$ cat src/clxm_pkg.sv
// constants, types and mixing functions for the combined lcg/xorshift/mwc generator
`default_nettype none

package clxm_pkg;

	localparam logic [63:0] V_INIT   = 64'd4101842887655102017;
	localparam logic [63:0] LCG_MUL  = 64'd2862933555777941757;
	localparam logic [63:0] LCG_ADD  = 64'd7046029254386353087;
	localparam logic [31:0] MWC_MUL  = 32'd4294957665;

	localparam logic [1:0] WIDTH_64 = 2'd0;
	localparam logic [1:0] WIDTH_32 = 2'd1;
	localparam logic [1:0] WIDTH_16 = 2'd2;
	localparam logic [1:0] WIDTH_8  = 2'd3;

	localparam logic KIND_DRAW = 1'b0;
	localparam logic KIND_SKIP = 1'b1;

	localparam logic [1:0] CFG_SEED  = 2'd0;
	localparam logic [1:0] CFG_WIDTH = 2'd1;

	typedef enum logic [3:0] {
		S_IDLE    = 4'b0001,
		S_NEXT    = 4'b0010,
		S_STEP    = 4'b0100,
		S_DELIVER = 4'b1000
	} state_t;

	typedef enum logic [1:0] {
		PH_LO_LO = 2'd0,
		PH_HI_LO = 2'd1,
		PH_LO_HI = 2'd2,
		PH_MWC   = 2'd3
	} phase_t;

	function automatic logic [63:0] xorshift_step(input logic [63:0] x);
		logic [63:0] t;
		t = x ^ (x >> 17);
		t = t ^ (t << 31);
		t = t ^ (t >> 8);
		return t;
	endfunction

	function automatic logic [63:0] mix_value(input logic [63:0] l, input logic [63:0] x,
		input logic [63:0] m);
		logic [63:0] t;
		t = l ^ (l << 21);
		t = t ^ (t >> 35);
		t = t ^ (t << 4);
		return (t + x) ^ m;
	endfunction

endpackage

`default_nettype wire

$ cat src/combined_lcg_xorshift_mwc_prng_core.sv
// combined lcg/xorshift/mwc random generator with buffered narrow draws and skips
//
// One 32x32 multiplier is shared by a small sequencer: a generator step forms the three partial
// products of the 64-bit lcg multiply and then the mwc product, one per phase, after a dispatch
// state. A 64-bit draw runs one generator step before its result; a narrow draw is served from
// the bit buffer, or first refills the buffer with one step. A skip of n values needs n
// generator steps at 64 bits; at narrow widths it first uses the values left in the buffer and
// steps a word at a time for the rest. After reset and after every seed write the block runs
// three steps of seeding before it takes an item. The next item is accepted while a result
// waits in the output register. Configuration is taken only while the block is idle.
`default_nettype none

module combined_lcg_xorshift_mwc_prng_core #(
	parameter int SKIP_COUNT_BITS = 16
) (
	input  wire logic        clk,
	input  wire logic        arst_n,
	input  wire logic        s_axis_tvalid,
	output      logic        s_axis_tready,
	input  wire logic [15:0] s_axis_tdata,  // skip_count
	input  wire logic        s_axis_tuser,  // kind
	output      logic        m_axis_tvalid,
	input  wire logic        m_axis_tready,
	output      logic [63:0] m_axis_tdata,  // random_value
	input  wire logic        cfg_valid,
	output      logic        cfg_ready,
	input  wire logic [1:0]  cfg_index,
	input  wire logic [63:0] cfg_data
);
	import clxm_pkg::*;

	localparam int CNT_W = SKIP_COUNT_BITS;
	localparam int EXT_W = CNT_W + 16;

	state_t              state_q;
	phase_t              phase_q;
	logic [63:0]         acc_q;
	logic [63:0]         lcg_q;
	logic [63:0]         xs_q;
	logic [63:0]         mwc_q;
	logic [63:0]         buf_q;
	logic [6:0]          bits_q;
	logic [1:0]          width_q;
	logic [CNT_W-1:0]    steps_q;
	logic [3:0]          rem_q;
	logic                val_step_q;
	logic                cur_val_q;
	logic                draw_q;
	logic                seed_q;
	logic [1:0]          seed_phase_q;
	logic                out_valid_q;
	logic [63:0]         out_data_q;

	logic [31:0]         mul_a;
	logic [31:0]         mul_b;
	logic [63:0]         mul_p;
	logic [63:0]         lcg_new;
	logic [63:0]         xs_new;
	logic [63:0]         mwc_new;
	logic [63:0]         gen;
	logic                wide;
	logic [6:0]          w_amt;
	logic [2:0]          lw;
	logic [6:0]          avail;
	logic [63:0]         mask;
	logic [EXT_W-1:0]    ext_cnt;
	logic [EXT_W-1:0]    ext_avail;
	logic [EXT_W-1:0]    diff;
	logic [EXT_W-1:0]    diff_steps;
	logic [CNT_W-1:0]    cnt_in;
	logic                cnt_gt;
	logic [2:0]          per_mask;
	logic [9:0]          sh;

	always_comb begin
		case (phase_q)
			PH_LO_LO: begin
				mul_a = lcg_q[31:0];
				mul_b = LCG_MUL[31:0];
			end
			PH_HI_LO: begin
				mul_a = lcg_q[63:32];
				mul_b = LCG_MUL[31:0];
			end
			PH_LO_HI: begin
				mul_a = lcg_q[31:0];
				mul_b = LCG_MUL[63:32];
			end
			default: begin
				mul_a = mwc_q[31:0];
				mul_b = MWC_MUL;
			end
		endcase
	end

	assign mul_p   = {32'b0, mul_a} * {32'b0, mul_b};
	assign lcg_new = acc_q + LCG_ADD;
	assign xs_new  = xorshift_step(xs_q);
	assign mwc_new = mul_p + {32'b0, mwc_q[63:32]};
	assign gen     = mix_value(lcg_q, xs_q, mwc_q);

	assign wide     = (width_q == WIDTH_64);
	assign w_amt    = 7'd64 >> width_q;
	assign lw       = 3'd6 - {1'b0, width_q};
	assign avail    = bits_q >> lw;
	assign mask     = {64{1'b1}} >> (7'd64 - w_amt);
	assign per_mask = 3'b111 >> (2'd3 - width_q);

	assign ext_cnt    = {{16{1'b0}}, CNT_W'(s_axis_tdata)};
	assign cnt_in     = ext_cnt[CNT_W-1:0];
	assign ext_avail  = EXT_W'(avail);
	assign cnt_gt     = ({{16{1'b0}}, cnt_in} > ext_avail);
	assign diff       = {{16{1'b0}}, cnt_in} - ext_avail;
	assign diff_steps = diff >> width_q;
	assign sh         = {6'b0, rem_q} << lw;

	assign s_axis_tready = (state_q == S_IDLE) && !cfg_valid;
	assign cfg_ready     = (state_q == S_IDLE);
	assign m_axis_tvalid = out_valid_q;
	assign m_axis_tdata  = out_data_q;

	always_ff @(posedge clk or negedge arst_n) begin
		if (!arst_n) begin
			state_q      <= S_NEXT;
			phase_q      <= PH_LO_LO;
			acc_q        <= '0;
			lcg_q        <= V_INIT;
			xs_q         <= V_INIT;
			mwc_q        <= 64'd1;
			buf_q        <= '0;
			bits_q       <= '0;
			width_q      <= WIDTH_64;
			steps_q      <= '0;
			rem_q        <= '0;
			val_step_q   <= 1'b0;
			cur_val_q    <= 1'b0;
			draw_q       <= 1'b0;
			seed_q       <= 1'b1;
			seed_phase_q <= '0;
			out_valid_q  <= 1'b0;
		end else begin
			if (m_axis_tready && state_q != S_DELIVER) begin
				out_valid_q <= 1'b0;
			end
			unique case (state_q)
				S_IDLE: begin
					if (cfg_valid) begin
						unique case (cfg_index)
							CFG_SEED: begin
								lcg_q        <= cfg_data ^ V_INIT;
								xs_q         <= V_INIT;
								mwc_q        <= 64'd1;
								buf_q        <= '0;
								bits_q       <= '0;
								seed_q       <= 1'b1;
								seed_phase_q <= '0;
								state_q      <= S_NEXT;
							end
							CFG_WIDTH: begin
								width_q <= cfg_data[1:0];
								buf_q   <= '0;
								bits_q  <= '0;
							end
							default: ;
						endcase
					end else if (s_axis_tvalid) begin
						state_q   <= S_NEXT;
						cur_val_q <= 1'b0;
						if (s_axis_tuser == KIND_DRAW) begin
							draw_q     <= 1'b1;
							steps_q    <= '0;
							rem_q      <= '0;
							val_step_q <= wide || (bits_q < w_amt);
						end else if (wide) begin
							draw_q     <= 1'b0;
							steps_q    <= cnt_in;
							rem_q      <= '0;
							val_step_q <= 1'b0;
						end else if (cnt_gt) begin
							draw_q     <= 1'b0;
							steps_q    <= diff_steps[CNT_W-1:0];
							rem_q      <= {1'b0, diff[2:0] & per_mask};
							val_step_q <= 1'b1;
						end else begin
							draw_q     <= 1'b0;
							steps_q    <= '0;
							rem_q      <= ext_cnt[3:0];
							val_step_q <= 1'b0;
						end
					end
				end
				S_NEXT: begin
					if (seed_q) begin
						if (seed_phase_q == 2'd3) begin
							seed_q  <= 1'b0;
							state_q <= S_IDLE;
						end else begin
							state_q <= S_STEP;
						end
					end else if (cur_val_q) begin
						cur_val_q <= 1'b0;
						if (wide) begin
							state_q <= S_DELIVER;
						end else begin
							buf_q  <= gen;
							bits_q <= 7'd64;
						end
					end else if (steps_q != '0) begin
						steps_q <= steps_q - CNT_W'(1);
						state_q <= S_STEP;
					end else if (val_step_q) begin
						val_step_q <= 1'b0;
						cur_val_q  <= 1'b1;
						state_q    <= S_STEP;
					end else if (draw_q) begin
						state_q <= S_DELIVER;
					end else begin
						if (rem_q != '0) begin
							if (sh >= 10'd64) begin
								buf_q  <= '0;
								bits_q <= '0;
							end else begin
								buf_q  <= buf_q >> sh[5:0];
								bits_q <= bits_q - sh[6:0];
							end
						end
						rem_q   <= '0;
						state_q <= S_IDLE;
					end
				end
				S_STEP: begin
					case (phase_q)
						PH_LO_LO: begin
							acc_q   <= mul_p;
							phase_q <= PH_HI_LO;
						end
						PH_HI_LO: begin
							acc_q[63:32] <= acc_q[63:32] + mul_p[31:0];
							phase_q      <= PH_LO_HI;
						end
						PH_LO_HI: begin
							acc_q[63:32] <= acc_q[63:32] + mul_p[31:0];
							phase_q      <= PH_MWC;
						end
						default: begin
							lcg_q <= lcg_new;
							xs_q  <= (seed_q && seed_phase_q == 2'd0) ? lcg_new : xs_new;
							mwc_q <= (seed_q && seed_phase_q == 2'd1) ? xs_new : mwc_new;
							if (seed_q) begin
								seed_phase_q <= seed_phase_q + 2'd1;
							end
							phase_q <= PH_LO_LO;
							state_q <= S_NEXT;
						end
					endcase
				end
				S_DELIVER: begin
					if (!out_valid_q || m_axis_tready) begin
						out_valid_q <= 1'b1;
						draw_q      <= 1'b0;
						state_q     <= S_IDLE;
						if (!wide) begin
							buf_q  <= buf_q >> w_amt;
							bits_q <= bits_q - w_amt;
						end
					end
				end
				default: state_q <= S_IDLE;
			endcase
		end
	end

	always_ff @(posedge clk) begin
		if (state_q == S_DELIVER && (!out_valid_q || m_axis_tready)) begin
			out_data_q <= wide ? gen : (buf_q & mask);
		end
	end

endmodule

`default_nettype wire
$ cat config.mk
export PLATFORM = sky130hd
export DESIGN_NAME = combined_lcg_xorshift_mwc_prng_core
export DESIGN_NICKNAME = d
export VERILOG_FILES = /design/src/clxm_pkg.sv /design/src/combined_lcg_xorshift_mwc_prng_core.sv
export SDC_FILE = /design/constraint.sdc
export NUM_CORES = 2
export LEC_CHECK = 0
export ABC_AREA = 1
export BUFFER_PORTS_ARGS = -buffer_cell sky130_fd_sc_hd__buf_2
export CORE_UTILIZATION = 62
export DETAILED_ROUTE_END_ITERATION = 8
export MAX_ROUTING_LAYER = met4
export PLACE_DENSITY = 0.79
export SLEW_MARGIN = 40
export SYNTH_ARGS = -nofsm -noshare
export SYNTH_HDL_FRONTEND = slang
export SYNTH_SLANG_ARGS = --single-unit
$ cat constraint.sdc
create_clock -name clk -period 16.7 [get_ports clk]
set_clock_uncertainty 0.15 [all_clocks]
set_input_delay 4.175 -clock clk [delete_from_list [all_inputs] [get_ports clk]]
set_output_delay 4.175 -clock clk [all_outputs]
set_load 0.02 [all_outputs]
# After elaboration in Yosys (flattened, before gate mapping)
# Index checks and enable logic that the tools add are counted.
# totals
register_bits,426
latchBits,0
mem_bits_ro,0
in_bits,88
out_inout_bits,67
ramBits,0
wordCells,236
memories,0
# classes
magnitude_cmp,3
bitwise_logic,10
shift,8
n_mul,1
n_eq_ne,33
n_mux,112
div,0
addsub,12
reduce_logical,38
# op_table
op,n
64-bit two-way mux,24
64-bit case mux with 2 select lines,3
64-bit bitwise XOR,4
32-bit case mux with 2 select lines,3
64-bit case mux with 3 select lines,1
16-bit two-way mux,8
4-bit two-way mux,21
7-bit two-way mux,12
64-bit by 32-bit adder with 64-bit output,1
64-bit by 63-bit adder with 64-bit output (second input constant),1
64-bit adder,1
64-bit bitwise AND,1
32-bit by 32-bit multiplier with 64-bit output,1
64-bit by 6-bit right shift with 64-bit output,1
64-bit by 7-bit right shift with 64-bit output,1
64-bit by 7-bit right shift with 64-bit output (first input constant),1
64-bit by 29-bit bitwise XOR with 64-bit output,1
64-bit by 47-bit bitwise XOR with 64-bit output,1
64-bit by 56-bit bitwise XOR with 64-bit output,1
32-bit adder,1
16-bit case mux with 2 select lines,1
32-bit by 2-bit right shift with 16-bit output,1
31-bit inverter,1
2-bit != test (second input constant),14
other kinds (51),112

# Logic depth before layout (Yosys ltp)
# depth
ltp_word,11
depth_mapped,54
depth_no_buf,53

# Worst setup path before layout
# Ideal clock, no wire load.
# synth_timing
path_type,register -> register
startpoint,reg phase_q[0]
endpoint,reg mwc_q[54]
required_time_ns,16.434
stages_incl_launch_ff,46
setup_slack_ns,7.098
synth_period_minus_slack_ns,9.602
t_arrival_ns,9.336
n_path_buf,3
setup_ns,0.116
cell_sequence,dfrtp_1 -> ha_1 -> buf_2 -> buf_2 -> buf_1 -> nand2_1 -> nand2_1 -> nand2_1 -> inv_1 -> nor2_1 -> nor2_1 -> fa_1 -> inv_1 -> fa_1 -> fa_1 -> fa_1 -> inv_1 -> fa_1 -> [10 not listed] -> nand2_1 -> nand3_1 -> xor2_1 -> ha_1 -> a21oi_1 -> inv_1 -> a31oi_1 -> o21ai_0 -> a31oi_1 -> nand2_1 -> nand3_1 -> nand2_2 -> nand2_2 -> inv_1 -> nand3_1 -> nand3_1 -> nand2_1 -> nand2_1
# synth_via
elab_chain_len,8
word_cells_on_any_way,15
classes_between,1 x add/sub; 1 x mul; 3 x eq/ne; 5 x mux; 5 x reduce/logical
# synth_lines
item,line_no,source
start: declaration,combined_lcg_xorshift_mwc_prng_core.sv:36,phase_t phase_q;
start signal: assignment,combined_lcg_xorshift_mwc_prng_core.sv:125,phase_q <= PH_LO_LO;
start signal: assignment,combined_lcg_xorshift_mwc_prng_core.sv:235,phase_q <= PH_HI_LO;
start signal: assignment,combined_lcg_xorshift_mwc_prng_core.sv:239,phase_q <= PH_LO_HI;
2-bit == test (tied with other cells),combined_lcg_xorshift_mwc_prng_core.sv:76,case (phase_q)
2-bit OR reduction (no line),-,
32-bit case mux with 2 select lines,combined_lcg_xorshift_mwc_prng_core.sv:76,
32-bit by 32-bit multiplier with 64-bit output *,combined_lcg_xorshift_mwc_prng_core.sv:96,"assign mul_p = {32'b0, mul_a} * {32'b0, mul_b};"
net mul_p[29],combined_lcg_xorshift_mwc_prng_core.sv:56,logic [63:0] mul_p;
64-bit by 32-bit adder with 64-bit output *,combined_lcg_xorshift_mwc_prng_core.sv:99,"assign mwc_new = mul_p + {32'b0, mwc_q[63:32]};"
64-bit two-way mux *,combined_lcg_xorshift_mwc_prng_core.sv:248,mwc_q <= (seed_q && seed_phase_q == 2'd1) ? xs_new : mwc_new;
64-bit two-way mux *,combined_lcg_xorshift_mwc_prng_core.sv:232,case (phase_q)
64-bit case mux with 2 select lines *,combined_lcg_xorshift_mwc_prng_core.sv:145,unique case (state_q)
end signal: assignment,combined_lcg_xorshift_mwc_prng_core.sv:248,
end: declaration,combined_lcg_xorshift_mwc_prng_core.sv:40,logic [63:0] mwc_q;
# The timed path passes the listed nets; every way through them passes the cells marked *. The select of a mux whose other input is x is not followed.
# A chain may end at the register's enable or synchronous reset.

# Worst setup path in the final report
# layout_timing
startpoint,reg phase_q[0]
endpoint,reg mwc_q[55]
# Same word-level chain as after synthesis.

==> flow_summary.json <==
{
  "status": "complete, but fails checks",
  "failed_checks": "design-rule violations",
  "period_share": 0.754,
  "cts_buffers": 53,
  "grt_pass1_wl_mm": 475,
  "grt_max_degree": 136,
  "drcViolationCount": 1,
  "rsz0062_at_grt": "false",
  "port_buffers": 154,
  "cts_tree": "done",
  "cts_root_buf": "clkbuf_16",
  "core_area_um2": 116000,
  "r2r-end": "mwc_q[55]",
  "synthFlopType": "dfrtp_1",
  "slew_violations": 0,
  "critPathLaunchType": "flip-flop",
  "antenna_found_initial": 34,
  "ys_types": 78,
  "via_per_inst": 6.39,
  "yosysTopAreaCell": "fa_1",
  "clk_pin_slew_ns": 0.08,
  "synth_top_cells_by_count": "nand2_1 (2,373), inv_1 (1,909), fa_1 (786), nor2_1 (715), o21ai_0 (541)",
  "grt_use_total": 0.575,
  "synth_edf_count": 64,
  "drive_above_1_share": 0.0704,
  "place_congestion": 1.22,
  "die_h_um": 344,
  "dieArea_um2": 119000,
  "synth.most_common_cell": "nand2_1",
  "worst_ep_arrival_time_ns": 13.01,
  "crit_start": "phase_q[0]",
  "wl_per_cell_um": 28.1,
  "syn_avg_cell_area_um2": 7.17,
  "yosys.area.top_type_share": 0.216,
  "relSlewSlack": 0.339,
  "worstHoldPathType": "flip-flop to flip-flop",
  "endpoint": "mwc_q[55]",
  "htree_levels": 2,
  "cts_hold_buf": 0,
  "min_period_ns": 12.59,
  "path_common_cell": "nand2_1",
  "post_cts_buffers": 0,
  "cts.repair.resized": 0,
  "ff2ff_setup_slack_ns": 4.11,
  "holdPathStages": 2,
  "n_fill_cell": 10300,
  "drtIter0Drc": 11700,
  "ios": 155,
  "postSynthCellCount": 10100,
  "layout.nets": 11500,
  "synth-seq-cells": 426,
  "rows": 125,
  "syn_to_final_growth_pct": 5.83,
  "firstDrtPassIters": 9,
  "fmax_mhz": 79.4,
  "reg2reg_depth": 45,
  "first_global_vias": 71700,
  "cp_max_fo": 19,
  "worst_pin_slew_ns": 0.988,
  "synth.yosys.warnings": 0,
  "vias": 75000,
  "synth-seq-area-share": 0.152,
  "setup_tns_ns": 0,
  "maxCapViolations": 0,
  "finalSetupViolCount": 0,
  "async_flop_share": 0.850,
  "worst_setup_path_end_kind": "flip-flop",
  "grt_overflow": 0,
  "rr_startpoint": "phase_q[0]",
  "synthTopCellsByArea": "fa_1 (22%), nand2_1 (12%), dfrtp_1 (10%)",
  "synth.net_count": 11500,
  "cts.sinks": 426,
  "hpwl_mm": 276,
  "detail-route-antenna-nets": 0,
  "totalWireLength_mm": 330,
  "worstPathRequired_ns": 17.12,
  "initial_core_util": 0.626,
  "worst_path_max_delay_cell": "dfrtp_1",
  "worst-setup-path-type": "flip-flop to flip-flop",
  "critPathMaxStageDelay_ns": 0.72,
  "finalHoldViolCount": 0,
  "die_x_um": 344,
  "cts_max_path_buffers": 3,
  "min_from": "buf_q[19]",
  "clk_latency_ns": 0.71,
  "synth.cell_area_um2": 72700
}
layer usage:
layer | share of wire | GRT usage | up-vias
met2 | 0.40 | 0.771 | 6368
met3 | 0.16 | 0.235 | 1882
li1 | - | - | 31900
met5 | 0 | - | -
met1 | 0.34 | 0.672 | 34900
met4 | 0.11 | 0.459 | 0
placed cells by master, fill, tap and decap left out, drive strengths merged, types with 6 or more instances in the layout:
cell type	count
nand2	2441
inv	1965
o21ai	796
fa	786
nor2	783
ha	508
a21oi	451
nand3	428
xor2	314
dfrtp	297
xnor2	238
buf	230
nor3	80
a31oi	75
clkbuf	71
dfstp	65
edfxtp	64
o22ai	62
or2	62
o211ai	58
nand4	54
o21bai	40
a22oi	37
diode	35
clkinv	28
a21o	27
a32o	26
o21a	21
a211oi	18
nor4	17
a21boi	15
mux2i	13
o221ai	13
nand3b	13
a221oi	11
and2	8
a31o	6
o32ai	6
bufinv	6
o31ai	6
how the worst min path moves through the flow:
| stage | slack, ns | end |
|---|---|---|
| after floorplan | 0.30 | val_step_q |
| after global placement | 0.32 | buf_q[19] |
| after detailed placement | 0.33 | buf_q[19] |
| after CTS | 0.35 | buf_q[19] |
| after global routing | 0.37 | buf_q[19] |
| final | 0.35 | buf_q[19] |
layout make-up:
cell class	count	area [um^2]	area share
sequential	426	11100	0.144
tap	1524	1910	0.0248
clock buffer	70	1450	0.0188
multi-input combinational	7446	53200	0.692
antenna	35	87.6	0.00114
clock inverter	29	358	0.00465
inverter	1974	7420	0.0964
timing repair buffer	231	1440	0.0187
critical path, delay by kind of cell (launching register included):
kind / cells / cell delay (ns)
simple gates: 21 / 3.93
fa+ha+maj: 10 / 4.75
compound gates: 4 / 0.72
buf+inv: 8 / 1.52
xor+xnor: 2 / 0.68
flops: 1 / 0.72
state kept, by name, summed over array words and instances (netlist names):
register / flops
lcg_q: 64
buf_q: 64
rem_q: 4
phase_q: 2
m_axis_tdata: 64
cur_val_q: 1
m_axis_tvalid: 1
steps_q: 16
draw_q: 1
acc_q: 64
mwc_q: 64
width_q: 2
xs_q: 64
seed_q: 1
bits_q: 7
seed_phase_q: 2
state_q: 4
val_step_q: 1
cells by family after synthesis:
group	Yosys count	share of synthesized area
compound gates	1693	0.132
xor+xnor	552	0.0665
fa+ha+maj	1295	0.304
buf+inv	2265	0.119
flops	426	0.152
mux	16	0.00225
simple gates	3890	0.224
metrics by stage:
stage                     cell area (um^2)  setup slack [ns]  cells   util  hold WS (ns)
after CTS                            76800              4.54  11700  0.661         0.349
after global placement               74800              4.00  11600  0.644         0.318
after floorplan                      72700              7.10  10100      -         0.302
final                                77000              4.11  11700  0.662         0.355
after detailed placement             74900              4.62  11600  0.645         0.329
after global routing                 76900              3.79  11700  0.662         0.371
Power is left out: the tool's default activity adds up to more than one toggle a clock period on the data nets, which glitch-free logic cannot reach.
